## src/hw/rtl/hcbp_pkg.sv

```systemverilog
package hcbp_pkg;

  localparam int BYTE_BITS = 8;
  localparam int PEND_W    = 7;
  localparam int PCNT_W    = 3;

  localparam int FIFO_DEPTH = 8;
  localparam int FIFO_PTR_W = 3;
  localparam int FIFO_CNT_W = 4;

  localparam logic [1:0] OP_LOAD   = 2'd0;
  localparam logic [1:0] OP_ENCODE = 2'd1;
  localparam logic [1:0] OP_FLUSH  = 2'd2;

  typedef struct packed {
    logic [7:0] out_byte;
    logic [3:0] valid_bits;
    logic       error;
    logic       last;
  } res_t;

  typedef struct packed {
    logic [1:0] num;
    res_t       first;
    res_t       second;
  } push_t;

endpackage

```

## src/hw/rtl/hcbp_res_fifo.sv

```systemverilog
module hcbp_res_fifo (
  input  logic                              clk,
  input  logic                              rst_n,
  input  hcbp_pkg::push_t                   push,
  input  logic                              pop,
  output hcbp_pkg::res_t                    head,
  output logic [hcbp_pkg::FIFO_CNT_W-1:0]   count
);

  hcbp_pkg::res_t                     fifo_r [hcbp_pkg::FIFO_DEPTH];
  logic [hcbp_pkg::FIFO_PTR_W-1:0]    wr_ptr_r, wr_ptr_nxt;
  logic [hcbp_pkg::FIFO_PTR_W-1:0]    rd_ptr_r, rd_ptr_nxt;
  logic [hcbp_pkg::FIFO_CNT_W-1:0]    cnt_r, cnt_nxt;
  logic [hcbp_pkg::FIFO_PTR_W-1:0]    wr_ptr_p1;

  assign wr_ptr_p1 = wr_ptr_r + hcbp_pkg::FIFO_PTR_W'(1);

  always_comb begin
    wr_ptr_nxt = wr_ptr_r + hcbp_pkg::FIFO_PTR_W'(push.num);
    rd_ptr_nxt = rd_ptr_r + hcbp_pkg::FIFO_PTR_W'(pop);
    cnt_nxt    = cnt_r + hcbp_pkg::FIFO_CNT_W'(push.num) - hcbp_pkg::FIFO_CNT_W'(pop);
  end

  always_ff @(posedge clk) begin
    if (!rst_n) begin
      wr_ptr_r <= '0;
      rd_ptr_r <= '0;
      cnt_r    <= '0;
    end else begin
      wr_ptr_r <= wr_ptr_nxt;
      rd_ptr_r <= rd_ptr_nxt;
      cnt_r    <= cnt_nxt;
    end
  end

  always_ff @(posedge clk) begin
    if (push.num != 2'd0) begin
      fifo_r[wr_ptr_r] <= push.first;
    end
    if (push.num == 2'd2) begin
      fifo_r[wr_ptr_p1] <= push.second;
    end
  end

  assign head  = fifo_r[rd_ptr_r];
  assign count = cnt_r;

endmodule

```

## config.mk

```make
export PLATFORM = sky130hd
export DESIGN_NAME = hcbp_res_fifo
export DESIGN_NICKNAME = d
export VERILOG_FILES = /design/src/hw/rtl/hcbp_pkg.sv /design/src/hw/rtl/hcbp_res_fifo.sv
export SDC_FILE = /design/constraint.sdc
export NUM_CORES = 1
export LEC_CHECK = 0
export ABC_AREA = 1
export BUFFER_PORTS_ARGS = -buffer_cell sky130_fd_sc_hd__buf_2
export CORE_ASPECT_RATIO = 0.75
export CORE_UTILIZATION = 40
export DETAILED_ROUTE_END_ITERATION = 8
export GPL_ROUTABILITY_DRIVEN = 1
export PLACE_DENSITY_LB_ADDON = 0.3
export SKIP_CTS_REPAIR_TIMING = 1
export SLEW_MARGIN = 25
export SYNTH_ARGS = -nofsm -noshare
export SYNTH_HDL_FRONTEND = slang
export SYNTH_SLANG_ARGS = --single-unit
```

## constraint.sdc

```tcl
create_clock -name clk -period 3.1 [get_ports clk]
set_input_delay 0.62 -clock clk [delete_from_list [all_inputs] [get_ports clk]]
set_output_delay 0.62 -clock clk [all_outputs]
set_load 0.005 [all_outputs]
```

Word-level counts from Yosys, hierarchy flattened. Memories as Yosys holds them, arrays and structs flattened. A register that Yosys moved wholly into a read port is not among the register bits. Index checks and enable logic that the tools add are counted.

Add/sub/neg operators: 5. $mul: 0. Divide/modulo/power cells: 0. Magnitude comparators: 0. Equal/unequal tests: 1. Shifts and indexed selects: 0. Mux-type cells: 5. Bitwise operators: 0. Reductions and logical operators: 1.

Operators with widths (count): adder 4 x 2 -> 4 bit (1); two-way mux 1 bit (4); subtractor 4 x 1 -> 4 bit (1); adder 3 x 1 -> 3 bit (1); adder 3 x 1 -> 3 bit, second input constant (1); adder 3 x 2 -> 3 bit (1); two-way mux 3 bit (1); == test 2 bit, second input constant (1); nonzero test 2 bit (1).

Register bits: 10. Latch bits: 0. RAM bits: 112. Bits in read-only memories: 0. Bits of input ports: 33. Output and inout bits: 18. Word-level logic and storage cells: 16. Memories kept: 1.

Memories: fifo_r (words 8, bits a word 14, read ports 1, clocked after memory_dff 1, write ports 2, RTL line hcbp_res_fifo.sv:10) `hcbp_pkg::res_t fifo_r [hcbp_pkg::FIFO_DEPTH];`.

Logic depth before layout (Yosys ltp). Gate-level depths: netlist of run 1.

Depth in word-level cells: 3. Depth in mapped cells: 8. Depth with buffers taken out: 8.

Worst setup path before layout of run 1. Ideal clock, no wire load.

Path kind: flip-flop to flip-flop. Start point: register wr_ptr_r[0] (netlist bit). End point: memory fifo_r[1][0] (netlist bit) (enable). Library setup time: 0.404 ns. Data arrival time: 1.898 ns. Required time: 2.696 ns. Path slack: 0.798 ns. Stages on the path, launching flop included: 7. Path buffers: 2. Period minus slack after synthesis: 2.302 ns. Path through: dfxtp_1 -> ha_1 -> buf_6 -> inv_2 -> nand3_2 -> buf_4 -> o21ai_0.

RTL lines: from (decl) (RTL line hcbp_res_fifo.sv:11) `logic [hcbp_pkg::FIFO_PTR_W-1:0] wr_ptr_r, wr_ptr_nxt;`; from (signal assigned) (RTL line hcbp_res_fifo.sv:30) `wr_ptr_r <= wr_ptr_nxt;`; to (decl) (RTL line hcbp_res_fifo.sv:10).

==> impl_results.md, run 1 <==
- Status: complete, no violations
- Root Driver: clkbuf_16
- Nets: 1040
- I/O pin total: 51
- TritonCTS Buffers: 17
- Multi-input gate area: 2930 um2
- Layout area overhead: 11.2%
- IO Port Bufs: 50
- Leakage: 4.19 nW
- Total wire length: 20.9 mm
- First-pass GRT wire length: 32.9 mm
- ANT cells: 0
- Gr ovfl total: 0
- Pin count of the biggest net entering global routing: 58
- CTS H-tree depth: 4
- Setup-failing EPs final: 0
- Placed cell count: 1219
- Hold Path Class: in2reg
- Final worst path period share: 86.9%
- Most common cell after layout, fill and taps aside: nand2_1
- Most frequent cells in the layout: 423 x nand2_1, 170 x nand3_1, 132 x inv_1
- Fin crit period: 2.69 ns
- Worst EP arrival: 2.07 ns
- DP Area: 7770 um2
- DR WL/cell: 16.7 um
- Total Routing Usage GR: 22.7%
- Core Util, Final: 46.4%
- Register area: 3560 um2
- Peak VDD IR: 0.396 mV
- Clk_lat worst skew: 0.43 ns
- Detail Placement HPWL: 12.9 mm
- Post-Syn Area: 7500 um2
- CTS tree: yes
- Number of global-route vias before repair: 5947
- Crit. End Element: output port
- Final non-filler cell total: 1251
- Drt pass-1 iters: 7
- Initial antenna violation count: 0
- CTS max path bufs: 2
- # fillers: 1792
- Die X-Extent: 160 um
- CTS Sinks: 122
- Max Cap Violations: 0
- Core Region: 18000 um2
- Count of final hold-check violations: 0
- Slack of the worst reg-to-reg path: 0.75 ns
- Reg clk slew, reported paths: 0.06 ns
- Share of layout cells above drive strength 1: 12.6%
- Slew HR: 54.2%
- Starting Density: 41.7%
- Unique masters post-synth: 24
- Setup TNS: 0 ns
- Slew Limit Fails: 0
- Vias per inst: 5.08
- Sequential fraction of the synthesis area: 47.5%
- Crit Path Class: reg2out
- Die Height: 121 um
- Antenna violation net count after detailed routing: 0
- Post-Syn Nets: 1022
- YS warnings: 0
- Mapped Cells: 978
- Site row count: 42
- Die area: 19300 um2
- Syn_area_per_cell: 7.67 um2
- Setup Skew: 0.0101 ns
- Final Instance Area: 8340 um2
- Via count: 6351
- DRC viols: 0
- PD cells: 605 nW/um2
- 1st-iter DRT viols: 588
- Synth Register Bits: 122
- Worst Max-Slew Pin Slew: 0.687 ns
- Worst Path Max Fanout: 13
- Startpoint types: flip-flop
- Worst EP required: 2.48 ns
- Fin Hold WS: 0.469 ns
- RSZ-0062 raised after global routing: no
- Final Wtd Congestion: 0.797
- Achievable clock frequency: 0.371 GHz
[cell usage after synthesis]
| master | number | area [um2] |
|---|---|---|
| a21oi_1 | 3 | 15.0 |
| buf_1 | 7 | 26.3 |
| buf_2 | 36 | 180 |
| buf_4 | 12 | 90.1 |
| buf_6 | 15 | 169 |
| clkbuf_1 | 7 | 26.3 |
| dfxtp_1 | 10 | 200 |
| edfxtp_1 | 112 | 3360 |
| fa_1 | 2 | 40.0 |
| ha_1 | 9 | 113 |
| inv_1 | 133 | 499 |
| inv_2 | 4 | 15.0 |
| nand2_1 | 423 | 1590 |
| nand2_2 | 3 | 18.8 |
| nand2_4 | 2 | 22.5 |
| nand3_1 | 170 | 851 |
| nand3_2 | 7 | 70.1 |
| nand3_4 | 1 | 17.5 |
| nor2_1 | 5 | 18.8 |
| nor2_4 | 1 | 11.3 |
| nor2_8 | 5 | 100 |
| o21ai_0 | 9 | 45.0 |
| xnor2_1 | 1 | 8.76 |
| xor2_1 | 1 | 8.76 |
[worst paths after layout]
check | startpoint | cells past startpoint | end
max reg2reg | wr_ptr_r[0] | 6 | fifo_r[0][10]
max | rd_ptr_r[0] | 8 | head[0]
min | rst_n | 3 | rd_ptr_r[0]
min reg2reg | wr_ptr_r[2] | 2 | wr_ptr_r[2]
[worst max-delay path, stage by stage, from the launching register on]
cell and delay [ns]:
dfxtp_2 0.32, clkinv_1 0.41, buf_4 0.38, nand2_1 0.07
nand3_1 0.11, nand2_1 0.10, nand2_1 0.05, nand2_1 0.09
buf_2 0.11
[power by group]
group          internal [mW]  switching (mW)  leakage [nW]
Clock                   1.20           0.725         0.287
Combinational          0.328           0.766          2.79
Sequential              1.98          0.0445          1.11
Total                   3.51            1.54          4.19
[cell type report]
class,instances,share of cell area [%]
Clock buffer,27,6.56
Clock inverter,5,0.315
Multi-Input combinational cell,642,35.1
Tap cell,242,3.63
Timing Repair Buffer,76,5.49
Sequential cell,122,42.7
Inverter,137,6.17
[per-layer routing]
layer	routed length, um	GRT usage, %	up-vias
met1	9660	31.4	2951
met4	530	8.69	0
met3	1450	3.43	35
met2	9250	36.0	271
li1	-	-	3094
met5	0	0	-
[state kept, by name, indices dropped and copies added, names as in the netlist]
signal	flops
fifo_r	112
count	4
rd_ptr_r	3
wr_ptr_r	3
[cell families (layout without fill, tap and decap cells)]
group	after synthesis	in the layout	share of synthesized area (%)
AOI/OAI and AO/OA	12	12	0.801
xor gates and xnor gates	2	2	0.234
adders and majority gates	11	11	2.04
buffers and inverters	214	245	13.4
DFF	122	122	47.5
and+or+nand+nor	617	617	36.0
[metrics by stage]
stage,total power [mW],setup slack [ns]
2_1_floorplan,2.84,0.798
3_3_place_gp,3.12,0.808
3_5_place_dp,3.14,0.747
4_1_cts,5.05,0.424
5_1_grt,5.25,0.280
6_report,5.04,0.406
Note: power is estimated with default switching activity, not from simulation.
==> inputs of run 2 (changes only) <==
--- a/config.mk
+++ b/config.mk
@@ -5,7 +5,6 @@
 export SDC_FILE = /design/constraint.sdc
 export NUM_CORES = 1
 export LEC_CHECK = 0
-export ABC_AREA = 1
 export BUFFER_PORTS_ARGS = -buffer_cell sky130_fd_sc_hd__buf_2
 export CORE_ASPECT_RATIO = 0.75
 export CORE_UTILIZATION = 40
==> run 2 against run 1 <==
  * Cell area decreased by 9.7%
  * Core utilization increased by 2.4 points
  * First-iteration DRC count down 64%
  * Combinational power shrank 28%
  * Die area fell by 15%
  * Final cell count decreased by 48%
  * Hold slack improved by 0.023 ns
  * Worst setup slack lost 0.018 ns
  * Synthesized area down 15%
  * Power fell by 6.1%
==> impl_results.md, run 2 <==
- Worst EP required: 2.48 ns
- Yosys top cell area share: 52.8%
- Total Routing Usage GR: 18.6%
- Initial antenna violation count: 2
- Fin crit period: 2.71 ns
- IO Port Bufs: 50
- Crit Path Class: reg2out
- Synth top area cells: edfxtp_1 53%, mux2_2 17%, mux4_2 9.9%
- Critical path endpoint: head[7]
- Total wire length: 14.2 mm
- Vias per inst: 5.40
- First-pass GRT wire length: 22.2 mm
- Drt pass-1 iters: 5
- Antenna violation net count after detailed routing: 0
- Top FF cell, synth: edfxtp_1
- Slew Limit Fails: 0
- Count of final hold-check violations: 0
- Worst Max-Slew Pin Slew: 0.774 ns
- Sequential fraction of the synthesis area: 55.9%
- Status: complete, no violations
- Core Region: 15400 um2
- Site row count: 39
- EDFF count, synth: 112
- CTS tree: yes
- Share of layout cells above drive strength 1: 61.1%
- Most frequent cells after synthesis: 112 x edfxtp_1, 99 x mux2_2, 28 x mux4_2
- Die area: 16400 um2
- Register area: 3560 um2
- Yosys top cell by area: edfxtp_1
- Worst-case reg-to-reg path depth: 5
- Gr ovfl total: 0
- Mapped Cells: 360
- # fillers: 1321
- TritonCTS Buffers: 17
- Most common cell after layout, fill and taps aside: edfxtp_1
- Layout area overhead: 18.2%
- Most frequent cells in the layout: 112 x edfxtp_1, 99 x mux2_2, 50 x buf_2
- CTS Sinks: 122
- Reg with most FFs: fifo_r
- Worst Path Max Fanout: 17
- Die Height: 111 um
- Post-Syn Area: 6370 um2
- Slack of the worst reg-to-reg path: 0.65 ns
- Asr flop ratio synth: 0%
- Die X-Extent: 148 um
- Number of global-route vias before repair: 3736
- Root Driver: clkbuf_16
- 1st-iter DRT viols: 213
- Reg2reg end: fifo_r[1][9]
- Reg clk slew, reported paths: 0.06 ns
- Nets: 476
- Final worst path period share: 87.5%
- DRC viols: 0
- Startpoint types: flip-flop
- CP Launch Point: rd_ptr_r[1]
- Hold Path Class: in2reg
- Detail Placement HPWL: 9.10 mm
- Slew HR: 48.4%
- Final Wtd Congestion: 0.781
- Worst r2r src: wr_ptr_r[1]
- Synth Register Bits: 122
- CTS H-tree depth: 4
- Post-Syn Nets: 404
- YS warnings: 0
- Via count: 3521
- Most common cell in the netlist: edfxtp_1
- Syn_area_per_cell: 17.7 um2
- Fin worst setup slack: 0.388 ns
- Setup Skew: 0.00399 ns
- DR WL/cell: 21.8 um
- Pin count of the biggest net entering global routing: 21
- Achievable clock frequency: 0.369 GHz
- Setup-failing EPs final: 0
- Peak VDD IR: 0.396 mV
- Hold Crit Start: rst_n
- Post-Place Worst Slack: 0.641 ns
- Starting Density: 41.3%
- Unique masters post-synth: 34
- I/O pin total: 51
- Crit. End Element: output port
- CTS max path bufs: 2
- Max Cap Violations: 0
- Clk_lat worst skew: 0.41 ns
- PD cells: 628 nW/um2
- Setup TNS: 0 ns
- Leakage: 2.76 nW
- RSZ-0062 raised after global routing: no
- Multi-input gate area: 2680 um2
- Worst EP arrival: 2.09 ns
- Max reg flops: 112
-- run 2: critical path, cell delays in order, from the launching register on --
cell and delay (ns):
dfxtp_2 0.33, buf_4 0.34, mux4_2 0.55, mux2_2 0.31, buf_2 0.14
-- run 2: per-stage QoR --
stage	hold slack [ns]	instances	area, um2	utilization [%]	power (mW)
5_1_grt	0.491	652	7530	48.8	4.93
3_3_place_gp	0.615	618	6940	45.0	2.84
2_1_floorplan	0.558	360	6370	-	2.57
4_1_cts	0.475	650	7530	48.8	4.77
6_report	0.491	652	7530	48.8	4.73
3_5_place_dp	0.653	618	6950	45.1	2.87
-- run 2: layer usage --
layer / GRT usage, % / vias to the layer above / part of all wire [%]
met4: 7.15 / 0 / 0.83
met3: 3.79 / 16 / 5.3
met2: 28.4 / 85 / 47
met1: 26.3 / 1830 / 47
met5: 0 / - / 0
li1: - / 1590 / -
-- run 2: cell type report --
cell class | count | area share, %
sequential | 122 | 47.3
multi-input combinational | 210 | 35.5
clock buffer | 17 | 5.65
timing repair buffer | 69 | 5.38
tap | 205 | 3.41
clock inverter | 15 | 2.03
inverter | 12 | 0.598
antenna | 2 | 0.0664
-- run 2: worst min path at each step --
| stage | endpoint | slack [ns] | cells after the start |
|---|---|---|---|
| 2_1_floorplan | rd_ptr_r[1] | 0.56 | 2 |
| 3_3_place_gp | count[3] | 0.62 | 3 |
| 3_5_place_dp | count[3] | 0.65 | 3 |
| 4_1_cts | wr_ptr_r[0] | 0.47 | 2 |
| 5_1_grt | rd_ptr_r[1] | 0.49 | 2 |
| 6_report | wr_ptr_r[0] | 0.49 | 2 |
-- run 2: report_power, final --
group / internal (mW) / switching [mW] / total [mW]
clock: 1.18 / 0.726 / 1.91
combinational: 0.390 / 0.392 / 0.783
sequential: 1.98 / 0.0648 / 2.05
total: 3.55 / 1.18 / 4.73
-- run 2: cell families after synthesis --
kind of cell	after synthesis	share of synthesized area [%]
flops	122	55.9
mux	154	33.8
fa+ha+maj	11	2.40
compound gates	12	1.10
buf+inv	28	2.55
xor+xnor	6	1.24
simple gates	27	3.04
